File: src/sv/lsmt_pkg.sv
// Shared types, codes and default sizes of the LCD scanline mode timer.
package lsmt_pkg;

  localparam int DotsPerLineDef     = 456;
  localparam int VisibleLinesDef    = 144;
  localparam int TotalLinesDef      = 154;
  localparam int OamDotsDef         = 80;
  localparam int TransferMinDotsDef = 172;

  typedef enum logic [1:0] {
    MODE_HBLANK = 2'd0,
    MODE_VBLANK = 2'd1,
    MODE_OAM    = 2'd2,
    MODE_XFER   = 2'd3
  } mode_e;

  typedef enum logic {
    ALU_ADD = 1'b0,
    ALU_SUB = 1'b1
  } alu_op_e;

  typedef struct packed {
    logic [7:0] line;
    mode_e      mode;
    logic       lyc_match;
    logic       vblank_irq;
    logic       stat_irq;
    logic       line_done;
  } lsmt_res_t;

endpackage

File: src/sv/lsmt_dot_alu.sv
// Shared dot balance adder/subtractor with borrow compare.
module lsmt_dot_alu #(
  parameter int BalW = 10
) (
  input  lsmt_pkg::alu_op_e op_i,
  input  logic [BalW-1:0]   a_i,
  input  logic [BalW-1:0]   b_i,
  output logic [BalW-1:0]   y_o,
  output logic              lt_o
);
  import lsmt_pkg::*;

  logic [BalW:0] diff;

  assign diff = {1'b0, a_i} - {1'b0, b_i};
  assign lt_o = diff[BalW];
  assign y_o  = (op_i == ALU_ADD) ? (a_i + b_i) : diff[BalW-1:0];

endmodule

File: src/sv/lsmt_core.sv
// Line/mode sequencer: holds timing state and steps it one transition per cycle.
module lsmt_core #(
  parameter int DOTS_PER_LINE     = lsmt_pkg::DotsPerLineDef,
  parameter int VISIBLE_LINES     = lsmt_pkg::VisibleLinesDef,
  parameter int TOTAL_LINES       = lsmt_pkg::TotalLinesDef,
  parameter int OAM_DOTS          = lsmt_pkg::OamDotsDef,
  parameter int TRANSFER_MIN_DOTS = lsmt_pkg::TransferMinDotsDef,
  parameter int BalW              = $clog2(DOTS_PER_LINE + 256)
) (
  input  logic                clk_i,
  input  logic                rst_ni,
  input  logic                start_i,
  input  logic [7:0]          dots_i,
  input  logic                lcd_on_i,
  input  logic [7:0]          lyc_i,
  input  logic [7:0]          scroll_x_i,
  input  logic [3:0]          stat_enables_i,
  input  logic                out_free_i,
  output logic                busy_o,
  output logic                res_valid_o,
  output lsmt_pkg::lsmt_res_t res_o,
  output lsmt_pkg::alu_op_e   alu_op_o,
  output logic [BalW-1:0]     alu_a_o,
  output logic [BalW-1:0]     alu_b_o,
  input  logic [BalW-1:0]     alu_y_i,
  input  logic                alu_lt_i
);
  import lsmt_pkg::*;

  typedef enum logic [1:0] {
    ST_IDLE,
    ST_RUN,
    ST_DONE
  } state_e;

  localparam logic [BalW-1:0] OamLen  = BalW'(OAM_DOTS);
  localparam logic [BalW-1:0] LineLen = BalW'(DOTS_PER_LINE);
  localparam logic [7:0]      VisLine = 8'(VISIBLE_LINES);
  localparam logic [7:0]      TotLine = 8'(TOTAL_LINES);
  localparam logic [7:0]      VisWrap = 8'((VISIBLE_LINES + 1) % TOTAL_LINES);

  function automatic logic [BalW-1:0] xfer_len(input logic [2:0] fine);
    return BalW'(TRANSFER_MIN_DOTS) + BalW'(fine);
  endfunction

  function automatic logic [BalW-1:0] hblank_len(input logic [2:0] fine);
    int used;
    used = OAM_DOTS + TRANSFER_MIN_DOTS + int'(fine);
    if (used < DOTS_PER_LINE) return BalW'(DOTS_PER_LINE - used);
    return '0;
  endfunction

  state_e          state_q, state_d;
  logic [BalW-1:0] bal_q, bal_d;
  mode_e           seq_q, seq_d;
  mode_e           rep_q, rep_d;
  logic [7:0]      line_q, line_d;
  logic [2:0]      fine_q, fine_d;
  logic            lyc_flag_q, lyc_flag_d;
  logic            stat_lvl_q, stat_lvl_d;
  logic            vbl_q, vbl_d;
  logic            sirq_q, sirq_d;
  logic            done_q, done_d;
  logic [7:0]      lyc_q, lyc_d;
  logic [2:0]      scx_q, scx_d;
  logic [3:0]      en_q, en_d;

  always_comb begin
    logic       eval;
    logic       stop;
    logic       level;
    logic [7:0] line_inc;
    eval       = 1'b0;
    stop       = 1'b0;
    level      = 1'b0;
    line_inc   = line_q + 8'd1;
    state_d    = state_q;
    bal_d      = bal_q;
    seq_d      = seq_q;
    rep_d      = rep_q;
    line_d     = line_q;
    fine_d     = fine_q;
    lyc_flag_d = lyc_flag_q;
    stat_lvl_d = stat_lvl_q;
    vbl_d      = vbl_q;
    sirq_d     = sirq_q;
    done_d     = done_q;
    lyc_d      = lyc_q;
    scx_d      = scx_q;
    en_d       = en_q;
    alu_op_o   = ALU_SUB;
    alu_a_o    = bal_q;
    alu_b_o    = '0;

    unique case (state_q)
      ST_IDLE: begin
        if (start_i) begin
          vbl_d  = 1'b0;
          sirq_d = 1'b0;
          done_d = 1'b0;
          lyc_d  = lyc_i;
          scx_d  = scroll_x_i[2:0];
          en_d   = stat_enables_i;
          if (lcd_on_i) begin
            alu_op_o = ALU_ADD;
            alu_b_o  = BalW'(dots_i);
            bal_d    = alu_y_i;
            state_d  = (alu_y_i == '0) ? ST_DONE : ST_RUN;
          end else begin
            // Display off: report line 0 in HBLANK, keep the rest.
            line_d  = '0;
            rep_d   = MODE_HBLANK;
            state_d = ST_DONE;
          end
        end
      end
      ST_RUN: begin
        if (line_q < VisLine) begin
          unique case (seq_q)
            MODE_OAM: begin
              alu_b_o = OamLen;
              if (alu_lt_i) begin
                stop = 1'b1;
              end else begin
                bal_d  = alu_y_i;
                fine_d = scx_q;
                seq_d  = MODE_XFER;
                rep_d  = MODE_XFER;
                eval   = 1'b1;
              end
            end
            MODE_XFER: begin
              alu_b_o = xfer_len(fine_q);
              if (alu_lt_i) begin
                stop = 1'b1;
              end else begin
                bal_d  = alu_y_i;
                done_d = 1'b1;
                seq_d  = MODE_HBLANK;
                rep_d  = MODE_HBLANK;
                eval   = 1'b1;
              end
            end
            default: begin
              alu_b_o = hblank_len(fine_q);
              if (alu_lt_i) begin
                stop = 1'b1;
              end else begin
                bal_d      = alu_y_i;
                line_d     = line_inc;
                lyc_flag_d = (line_inc == lyc_q);
                if (line_inc < VisLine) begin
                  seq_d = MODE_OAM;
                  rep_d = MODE_OAM;
                end
                eval = 1'b1;
              end
            end
          endcase
        end else if (line_q == VisLine && seq_q != MODE_VBLANK) begin
          // Enter VBLANK; the balance is untouched, so the next step follows.
          seq_d = MODE_VBLANK;
          rep_d = MODE_VBLANK;
          vbl_d = 1'b1;
          eval  = 1'b1;
        end else begin
          alu_b_o = LineLen;
          if (alu_lt_i) begin
            stop = 1'b1;
          end else begin
            bal_d = alu_y_i;
            if (line_q == VisLine) begin
              line_d = VisWrap;
            end else if (line_inc == TotLine) begin
              line_d = '0;
            end else begin
              line_d = line_inc;
            end
            lyc_flag_d = (line_d == lyc_q);
            if (line_d == '0) begin
              seq_d = MODE_OAM;
              rep_d = MODE_OAM;
            end
            eval = 1'b1;
          end
        end
        if (stop || bal_d == '0) state_d = ST_DONE;
      end
      ST_DONE: begin
        if (out_free_i) state_d = ST_IDLE;
      end
      default: state_d = ST_IDLE;
    endcase

    if (eval) begin
      level = (en_q[3] & lyc_flag_d) |
              (en_q[0] & (rep_d == MODE_HBLANK)) |
              (en_q[1] & (rep_d == MODE_VBLANK)) |
              (en_q[2] & (rep_d == MODE_OAM));
      sirq_d     = sirq_q | (level & ~stat_lvl_q);
      stat_lvl_d = level;
    end
  end

  always_ff @(posedge clk_i or negedge rst_ni) begin
    if (!rst_ni) begin
      state_q    <= ST_IDLE;
      bal_q      <= '0;
      seq_q      <= MODE_OAM;
      rep_q      <= MODE_HBLANK;
      line_q     <= '0;
      fine_q     <= '0;
      lyc_flag_q <= 1'b0;
      stat_lvl_q <= 1'b0;
      vbl_q      <= 1'b0;
      sirq_q     <= 1'b0;
      done_q     <= 1'b0;
    end else begin
      state_q    <= state_d;
      bal_q      <= bal_d;
      seq_q      <= seq_d;
      rep_q      <= rep_d;
      line_q     <= line_d;
      fine_q     <= fine_d;
      lyc_flag_q <= lyc_flag_d;
      stat_lvl_q <= stat_lvl_d;
      vbl_q      <= vbl_d;
      sirq_q     <= sirq_d;
      done_q     <= done_d;
    end
  end

  always_ff @(posedge clk_i) begin
    lyc_q <= lyc_d;
    scx_q <= scx_d;
    en_q  <= en_d;
  end

  assign busy_o            = (state_q != ST_IDLE);
  assign res_valid_o       = (state_q == ST_DONE);
  assign res_o.line        = line_q;
  assign res_o.mode        = rep_q;
  assign res_o.lyc_match   = lyc_flag_q;
  assign res_o.vblank_irq  = vbl_q;
  assign res_o.stat_irq    = sirq_q;
  assign res_o.line_done   = done_q;

  a_run_nonzero: assert property (@(posedge clk_i) disable iff (!rst_ni)
    state_q == ST_RUN |-> bal_q != '0)
    else $error("sequencer stepping with an empty dot balance");

  a_xfer_seq: assert property (@(posedge clk_i) disable iff (!rst_ni)
    rep_q == MODE_XFER |-> seq_q == MODE_XFER)
    else $error("transfer reported outside the transfer step");

  a_start_leaves_idle: assert property (@(posedge clk_i) disable iff (!rst_ni)
    (state_q == ST_IDLE && start_i) |=> state_q != ST_IDLE)
    else $error("accepted transfer did not start the sequencer");

  a_done_holds: assert property (@(posedge clk_i) disable iff (!rst_ni)
    (state_q == ST_DONE && !out_free_i) |=> state_q == ST_DONE && $stable(res_o))
    else $error("pending result lost while output is full");

endmodule

File: src/sv/lcd_scanline_mode_timer_top.sv
// Top level of the LCD scanline mode timer: handshakes, output register, units.
//
// Input channel: each transfer carries a dot count since the previous tick,
// the display enable, LYC, SCX and the four STAT enables. Output channel:
// one result per input transfer with LY, the reported mode, the LYC flag,
// the VBLANK and STAT requests and the line_done marker.
//
// An accepted tick adds its dots to the balance in the accept cycle; the
// sequencer then steps through the mode transitions one at a time on the
// shared dot adder/subtractor until it finds the balance short or empties
// it exactly, and the result then moves into the output register. One item
// is in flight at a time, so a new tick is taken only after the last result
// has left the sequencer. A tick with the display off or an empty balance
// goes from the accept straight to a finished result.
//
// in_stall_o is high while the sequencer works or holds a finished result.
// When out_stall_i holds the output register, the next result waits in the
// sequencer, and a new tick is taken only after that one moves on.
// Reset clears the state to line 0, OAM sequence step, HBLANK reported,
// zero balance; no clearing pass is needed.
module lcd_scanline_mode_timer_top #(
  parameter int DOTS_PER_LINE     = lsmt_pkg::DotsPerLineDef,
  parameter int VISIBLE_LINES     = lsmt_pkg::VisibleLinesDef,
  parameter int TOTAL_LINES       = lsmt_pkg::TotalLinesDef,
  parameter int OAM_DOTS          = lsmt_pkg::OamDotsDef,
  parameter int TRANSFER_MIN_DOTS = lsmt_pkg::TransferMinDotsDef
) (
  input  logic       clk_i,
  input  logic       rst_ni,
  input  logic       in_valid_i,
  output logic       in_stall_o,
  input  logic [7:0] dots_i,
  input  logic       lcd_on_i,
  input  logic [7:0] lyc_i,
  input  logic [7:0] scroll_x_i,
  input  logic [3:0] stat_enables_i,
  output logic       out_valid_o,
  input  logic       out_stall_i,
  output logic [7:0] line_o,
  output logic [1:0] mode_o,
  output logic       lyc_match_o,
  output logic       vblank_irq_o,
  output logic       stat_irq_o,
  output logic       line_done_o
);
  import lsmt_pkg::*;

  // Balance must hold a line's worth of dots plus one full tick.
  localparam int BalW = $clog2(DOTS_PER_LINE + 256);

  logic            busy;
  logic            start;
  logic            res_valid;
  lsmt_res_t       res;
  logic            out_free;
  alu_op_e         alu_op;
  logic [BalW-1:0] alu_a;
  logic [BalW-1:0] alu_b;
  logic [BalW-1:0] alu_y;
  logic            alu_lt;
  logic            out_valid_q, out_valid_d;
  lsmt_res_t       out_q;

  assign in_stall_o = busy;
  assign start      = in_valid_i & ~busy;
  // Output slot is free when empty or being drained this cycle.
  assign out_free   = ~out_valid_q | ~out_stall_i;

  lsmt_dot_alu #(
    .BalW (BalW)
  ) u_alu (
    .op_i (alu_op),
    .a_i  (alu_a),
    .b_i  (alu_b),
    .y_o  (alu_y),
    .lt_o (alu_lt)
  );

  lsmt_core #(
    .DOTS_PER_LINE     (DOTS_PER_LINE),
    .VISIBLE_LINES     (VISIBLE_LINES),
    .TOTAL_LINES       (TOTAL_LINES),
    .OAM_DOTS          (OAM_DOTS),
    .TRANSFER_MIN_DOTS (TRANSFER_MIN_DOTS),
    .BalW              (BalW)
  ) u_core (
    .clk_i          (clk_i),
    .rst_ni         (rst_ni),
    .start_i        (start),
    .dots_i         (dots_i),
    .lcd_on_i       (lcd_on_i),
    .lyc_i          (lyc_i),
    .scroll_x_i     (scroll_x_i),
    .stat_enables_i (stat_enables_i),
    .out_free_i     (out_free),
    .busy_o         (busy),
    .res_valid_o    (res_valid),
    .res_o          (res),
    .alu_op_o       (alu_op),
    .alu_a_o        (alu_a),
    .alu_b_o        (alu_b),
    .alu_y_i        (alu_y),
    .alu_lt_i       (alu_lt)
  );

  // Load a finished result when the slot frees; drop valid once drained.
  always_comb begin
    out_valid_d = out_valid_q;
    if (res_valid && out_free) begin
      out_valid_d = 1'b1;
    end else if (out_valid_q && !out_stall_i) begin
      out_valid_d = 1'b0;
    end
  end

  always_ff @(posedge clk_i or negedge rst_ni) begin
    if (!rst_ni) begin
      out_valid_q <= 1'b0;
    end else begin
      out_valid_q <= out_valid_d;
    end
  end

  // Payload holds while stalled since it loads only on a free slot.
  always_ff @(posedge clk_i) begin
    if (res_valid && out_free) begin
      out_q <= res;
    end
  end

  assign out_valid_o  = out_valid_q;
  assign line_o       = out_q.line;
  assign mode_o       = out_q.mode;
  assign lyc_match_o  = out_q.lyc_match;
  assign vblank_irq_o = out_q.vblank_irq;
  assign stat_irq_o   = out_q.stat_irq;
  assign line_done_o  = out_q.line_done;

  a_no_accept_pending: assert property (@(posedge clk_i) disable iff (!rst_ni)
    !in_stall_o |-> !res_valid)
    else $error("input taken while a result is still pending");

  a_result_moves: assert property (@(posedge clk_i) disable iff (!rst_ni)
    (res_valid && out_free) |=> out_valid_o)
    else $error("finished result not presented on the output");

  a_out_hold: assert property (@(posedge clk_i) disable iff (!rst_ni)
    (out_valid_o && out_stall_i) |=> out_valid_o && $stable(out_q))
    else $error("stalled result changed or dropped");

endmodule

File: config.mk
export PLATFORM = sky130hd
export DESIGN_NAME = lcd_scanline_mode_timer_top
export DESIGN_NICKNAME = d
export VERILOG_FILES = /design/src/sv/lsmt_pkg.sv /design/src/sv/lsmt_dot_alu.sv /design/src/sv/lsmt_core.sv /design/src/sv/lcd_scanline_mode_timer_top.sv
export SDC_FILE = /design/constraint.sdc
export NUM_CORES = 1
export LEC_CHECK = 0
export BUFFER_PORTS_ARGS = -buffer_cell sky130_fd_sc_hd__buf_2
export CAP_MARGIN = 20
export CELL_PAD_IN_SITES_DETAIL_PLACEMENT = 0
export CELL_PAD_IN_SITES_GLOBAL_PLACEMENT = 1
export CORE_ASPECT_RATIO = 1.2
export CORE_UTILIZATION = 42
export DETAILED_ROUTE_END_ITERATION = 16
export GPL_TIMING_DRIVEN = 1
export PLACE_DENSITY_LB_ADDON = 0.1
export SLEW_MARGIN = 25
export SYNTH_ARGS = -nofsm -noshare
export SYNTH_HDL_FRONTEND = slang
export SYNTH_HIERARCHICAL = 1
export SYNTH_SLANG_ARGS = --single-unit
File: constraint.sdc
create_clock -name clk_i -period 4 [get_ports clk_i]
set_input_delay 0.6 -clock clk_i [delete_from_list [all_inputs] [get_ports clk_i]]
set_output_delay 0.6 -clock clk_i [all_outputs]
set_load 0.05 [all_outputs]
### Word level (Yosys, flattened, before mapping)

Index checks and enable logic that the tools add are counted.

* eq/ne operators: 26
* multipliers: 0
* shifts and indexed selects: 0
* add/subtract/negate cells: 6
* divide/modulo/power cells: 0
* bitwise logic cells: 16
* multiplexer cells: 90
* magnitude comparators: 3
* reductions and logical operators: 26

Operators by type and width (number)
* two-way mux 8 bit: 14
* two-way mux 10 bit: 11
* case mux 10 bit (2 select lines): 3
* two-way mux 2 bit: 23
* < comparator 32 x 10 -> 1 bit, second input constant: 1
* two-way mux 1 bit: 31
* logical NOT 10 bit: 2
* adder 8 x 3 -> 9 bit, first input constant: 2
* == test 8 bit: 2
* == test 8 bit, second input constant: 2
* < comparator 8 bit, second input constant: 2
* case mux 8 bit (2 select lines): 1
* != test 2 bit, second input constant: 7
* != test 2 x 1 -> 1 bit, second input constant: 6
* case mux 2 bit (2 select lines): 3
* subtractor 10 x 10 -> 11 bit: 1
* adder 10 bit: 1
* AND reduction 5 bit: 2
* nonzero test 2 bit: 5
* subtractor 10 bit, first input constant: 1
* two-way mux 9 bit: 1
* adder 8 x 1 -> 8 bit, second input constant: 1
* == test 2 bit, second input constant: 4
* logical NOT 8 bit: 1
* other kinds (19): 40

* word-level logic and storage cells: 188
* bits in latches: 0
* memories: 0
* output and inout bits: 16
* bits in writable memories: 0
* bits in registers: 62
* ROM bits: 0

### Logic depth before layout (Yosys ltp)

* depth in word-level cells: 29
* mapped depth: 23
* gate-level depth less buffers: 22

### Hierarchy

Netlist, hierarchy kept.

By module, submodules not included
* lsmt_core: times used 1, area an instance 2990.4 sq um, seq. area each 1252.5 sq um, cells each 299
* lsmt_dot_alu: times used 1, area an instance 835.8 sq um, seq. area each 0.0 sq um, cells each 114
* lcd_scanline_mode_timer_top: times used 1, area an instance 474.2 sq um, seq. area each 445.4 sq um, cells each 19

### Least setup slack after synthesis

No wires, ideal clock.

* path kind: reg2reg
* start: register u_core.state_q[0]
* end: register u_core.stat_lvl_q
* stages on the path, launching flop included: 24
* buffers on the path: 1
* data required time: 3.861 ns
* arrival time: 4.466 ns
* slack: -0.605 ns
* clock period less this slack: 4.605 ns
* path through: dfrtp_1 nor2_1 inv_1 nor2b_1 and3_1 clkbuf_1 a32o_1 ha_1 inv_1 fa_1 a21o_1 a211oi_2 o21ai_1 a21o_1 a21o_1 a21oi_2 o21ai_0 nor2_1 a21oi_1 a31oi_1 o21ai_2 mux2_4 a22oi_2 o211ai_1

* cells in the longest elaborated chain, start to end: 15
* elaborated cells on any way between the ends: 37
* those cells by class: add/sub (1); eq/ne (3); mux (21); bitwise (9); reduce/logical (3)

RTL lines
* from (decl): line lsmt_core.sv:53 `state_e state_q, state_d;`
* from (signal assigned): line lsmt_core.sv:219 `state_q <= state_d;`
* nonzero test 2 bit *: line lsmt_core.sv:239 `assign busy_o = (state_q != ST_IDLE);`
* net in_stall_o: line lcd_scanline_mode_timer_top.sv:31 `output logic in_stall_o,`
* NOT 1 bit *: line lcd_scanline_mode_timer_top.sv:65 `assign start = in_valid_i & ~busy;`
* AND 1 bit *: line lcd_scanline_mode_timer_top.sv:65
* net start: line lcd_scanline_mode_timer_top.sv:52 `logic start;`
* two-way mux 10 bit *: line lsmt_core.sv:97 `if (start_i) begin`
* case mux 10 bit (2 select lines) *: line lsmt_core.sv:95 `unique case (state_q)`
* net alu_b[0]: line lcd_scanline_mode_timer_top.sv:58 `logic [BalW-1:0] alu_b;`
* [1 not listed]
* net alu_lt: line lcd_scanline_mode_timer_top.sv:60 `logic alu_lt;`
* [2 not listed]
* two-way mux 2 bit *: line lsmt_core.sv:118 `if (line_q < VisLine) begin`
* case mux 2 bit (2 select lines) *: line lsmt_core.sv:95
* net u_core.rep_d[0]: line lsmt_core.sv:56 `mode_e rep_q, rep_d;`
* logical NOT 2 bit: line lsmt_core.sv:197 `(en_q[0] & (rep_d == MODE_HBLANK)) |`
* AND 1 bit: line lsmt_core.sv:197
* OR 1 bit: line lsmt_core.sv:196 `level = (en_q[3] & lyc_flag_d) |`
* OR 1 bit: line lsmt_core.sv:197
* OR 1 bit *: line lsmt_core.sv:198 `(en_q[1] & (rep_d == MODE_VBLANK)) |`
* to (signal assigned): line lsmt_core.sv:226 `stat_lvl_q <= stat_lvl_d;`
* to (decl): line lsmt_core.sv:60 `logic stat_lvl_q, stat_lvl_d;`

Mark *: on every way through the listed nets, which the timed path passes. The rest lies on a longest branch.
A chain may end at the register's enable or synchronous reset.

### Final worst setup path

* start: register u_core.state_q[1]
* end: register u_core.stat_lvl_q

* cells in the longest elaborated chain, start to end: 15
* elaborated cells on any way between the ends: 37
* those cells by class: add/sub (1); eq/ne (3); mux (21); bitwise (9); reduce/logical (3)

RTL lines
* nonzero test 2 bit: line lsmt_core.sv:239
* NOT 1 bit: line lcd_scanline_mode_timer_top.sv:65
* AND 1 bit: line lcd_scanline_mode_timer_top.sv:65
* two-way mux 10 bit: line lsmt_core.sv:97
* case mux 10 bit (2 select lines) *: line lsmt_core.sv:95
* net alu_b[0]: line lcd_scanline_mode_timer_top.sv:58
* subtractor 10 x 10 -> 11 bit *: line lsmt_dot_alu.sv:15 `assign diff = {1'b0, a_i} - {1'b0, b_i};`
* net alu_lt: line lcd_scanline_mode_timer_top.sv:60
* [2 not listed]
* two-way mux 2 bit *: line lsmt_core.sv:118
* case mux 2 bit (2 select lines) *: line lsmt_core.sv:95
* net u_core.rep_d[0]: line lsmt_core.sv:56
* logical NOT 2 bit: line lsmt_core.sv:197
* AND 1 bit: line lsmt_core.sv:197
* OR 1 bit: line lsmt_core.sv:196
* OR 1 bit: line lsmt_core.sv:197
* OR 1 bit *: line lsmt_core.sv:198

Marked as above.

==> qor.yml <==
sta:
  finalHoldViolations: 0
  setup_viol: 0
  finalCritPeriodShare_pct: 99.1
  layout_setup_ws_ps: 37.4
  setup_tns_ps: 0
  rsz0062_at_grt: "yes"
  fin_hold_ws_ps: 341
  fmax_mhz: 252
  max_slew_margin_pct: 38.4
  min_period_ps: 3960
  maxSlewViolCount: 0
  worst_pin_slew_ps: 918
  skew_ps: 6.16
logic_synthesis:
  yosys.area.top_type: "edfxtp_1"
  netlist_area_mm2: 0.00430
  synthTopCellsByCount: "nor2_1, dfrtp_1, inv_1, edfxtp_1, o21ai_0"
  synth.area.top_cells: "edfxtp_1, dfrtp_1, ha_1"
  yosys_register_bits: 62
  synth_area_per_cell_um2: 9.95
  synthFlopType: "dfrtp_1"
  yosysWarnings: 6
  synth_top_area_share_pct: 20.3
  synth-seq-area-share_pct: 39.5
  synthesis.nets: 490
  ys_async_sr_fraction_pct: 53.2
  synth_cells: 432
  yosysUniqueCellTypes: 80
  synth_edf_count: 29
  post-synth-top-count-cell: "nor2_1"
final_layout:
  layout.cells.non_filler: 670
  drive_gt1_share_pct: 37.3
  final_nets: 597
  area_delta_synth_final_pct: 28.9
  diodes: 0
critical_path:
  crit_required_ps: 4200
  reg2reg_depth: 20
  start_kind: "flop"
  arrival_ps: 4170
  setup.worst_path.end_class: "flop"
  crit_type: "reg -> reg"
  critPathMaxFanout: 6
routing:
  drc: 0
  dr.first_iter.drc_count: 177
  topRoutingLayerUsed: "met4"
  antenna_left: 0
  firstDrtPassIters: 5
  routed_wl_mm: 11.5
  vias: 3693
  wl_met1_mm: 4.58
  viasPerCell: 5.51
  wire_per_inst_um: 17.2
  wl_met3_um: 354
  met2WireLength_mm: 6.30
floorplan:
  core-area_mm2: 0.00996
  die_y_um: 113
  io_pins: 49
  num_rows: 40
  initial_core_util_pct: 43.2
  dieArea_mm2: 0.0106
  fp.dieW_um: 94.4
power:
  power.share.switching_pct: 40.8
  p_sw_mw: 1.79
  combPwrFrac_pct: 56.8
  p_seq_share_pct: 24.6
  clkPwrFrac_pct: 18.7
  power.leakage_nw: 2.39
  p_per_area_mw_per_mm2: 791
  fin_total_pwr_mw: 4.38
  intPower_mw: 2.59
  vdd_drop_max_mv: 0.336
place:
  numPortBuffers: 43
  place_congestion: 0.875
  pre_cts_slack_ps: -188
  hpwl_mm: 8.82
  placed_cells: 645
cts:
  cts.sinks: 62
  cts_root_buf: "clkbuf_16"
  htreeDepth: 3
  hold_buffers: 0
  clock_path_buffers: 2
  cts_tree: "yes"
  cts.reportedPaths.clkPinSlew_ps: 50
  numCtsBuffers: 9
  clock_latency_ps: 330
global_route:
  grtUsageTotal_pct: 23.0
  grt_pass1_wl_mm: 18.5
  grt_pass1_vias: 3678
  gr-total-overflow: 0
  grt_max_degree: 34
  antenna_found_initial: 0
worst_hold_path:
  holdCritPathClass: "in -> async"
status:
  status: "completed"
job:
  drv_cap: 0
-- critical path, stage by stage (launching register included) --
cell and delay (ps):
dfrtp_1 420, buf_4 170, nand2b_4 150, nor2_2 150
a32o_2 240, ha_4 140, inv_2 30, fa_2 330
a21o_1 200, a211oi_2 240, o21ai_1 100, a21o_1 180
a21o_1 180, a21oi_4 150, buf_6 150, inv_2 40
a211o_1 270, o21ai_2 90, mux2_4 320, a22oi_2 190
o211ai_1 100
-- sequential cells by signal (all words and copies together) (netlist names), 2 cells and up --
| name | cells |
|---|---|
| line_o | 8 |
| mode_o | 2 |
| u_core/alu_a_o | 10 |
| u_core/en_q | 4 |
| u_core/fine_q | 3 |
| u_core/line_q | 8 |
| u_core/lyc_q | 8 |
| u_core/rep_q | 2 |
| u_core/scx_q | 3 |
| u_core/seq_q | 2 |
| u_core/state_q | 2 |
-- kinds of logic (layout without fill, tap and decap cells) --
kind of cell | count (synthesis) | in the layout | synth area share, %
AOI/OAI and AO/OA | 126 | 126 | 21.1
xor gates and xnor gates | 22 | 22 | 4.83
other | 1 | 1 | 0.0872
muxes | 20 | 20 | 5.21
and+or+nand+nor | 120 | 120 | 15.3
DFF | 62 | 62 | 39.5
buffers and inverters | 56 | 168 | 6.40
adders and majority gates | 25 | 25 | 7.62
-- worst paths after layout --
check,from,endpoint,slack [ps]
setup / recovery,u_core/state_q[1]$_DFFE_PN0P_,u_core/stat_lvl_q$_DFFE_PN0P_,40
hold / removal,rst_ni,u_core/alu_a_o[5]$_DFFE_PN0P_,340
setup reg to reg,u_core/state_q[1]$_DFFE_PN0P_,u_core/stat_lvl_q$_DFFE_PN0P_,40
hold reg to reg,u_core/vbl_q$_DFFE_PN0P_,vblank_irq_o$_DFFE_PP_,470
max in group asynchronous,rst_ni,u_core/line_q[4]$_DFFE_PN0P_,3160
min in group clk_i,lyc_i[4],u_core/lyc_q[4]$_DFFE_PP_,440
-- power groups by stage --
stage | Clock, mW | Sequential [mW] | Combinational, mW
3_5_place_dp | 0 | 1.09 | 2.30
4_1_cts | 0.837 | 1.08 | 2.40
2_1_floorplan | 0 | 1.22 | 1.32
5_1_grt | 0.860 | 1.10 | 2.71
3_3_place_gp | 0 | 1.08 | 2.27
6_report | 0.818 | 1.08 | 2.49
-- routing by layer --
layer | track usage (%) | vias up
met5 | 0 | -
met4 | 9.33 | 0
met3 | 3.90 | 22
met2 | 41.0 | 72
met1 | 26.9 | 1803
li1 | - | 1796
-- final cells by class --
type                       count  area [µm²]
fill                         905        4410
multi-input combinational    314        2440
sequential                    62        1700
timing repair buffer         119         805
clock buffer                  10         229
tap                          126         158
inverter                      33         126
clock inverter                 6        86.3
-- timing repair --
action,in CTS,in global routing
resized for setup,12,23
buffers inserted,4,4
pin swaps,9,7
endpoints found under the setup margin,10,24
gates cloned,0,1
-- metrics by stage --
stage	util (%)	area, µm²
2_1_floorplan	-	4350
3_3_place_gp	50.8	5060
3_5_place_dp	50.8	5060
4_1_cts	54.7	5450
5_1_grt	55.7	5550
6_report	55.7	5550
-- cell usage in the layout (no fill, tap or decap), drive strengths merged, types with 6 or more instances in the layout --
cell type / count
a21oi: 20
a31oi: 8
buf: 119
clkbuf: 10
dfrtp: 32
edfxtp: 29
ha: 23
inv: 33
mux2: 16
nand2: 22
nand3: 11
nand4: 7
nor2: 39
nor2b: 6
nor4: 7
o21ai: 35
o31ai: 15
xnor2: 16
Power figures use the tool's default switching activity.
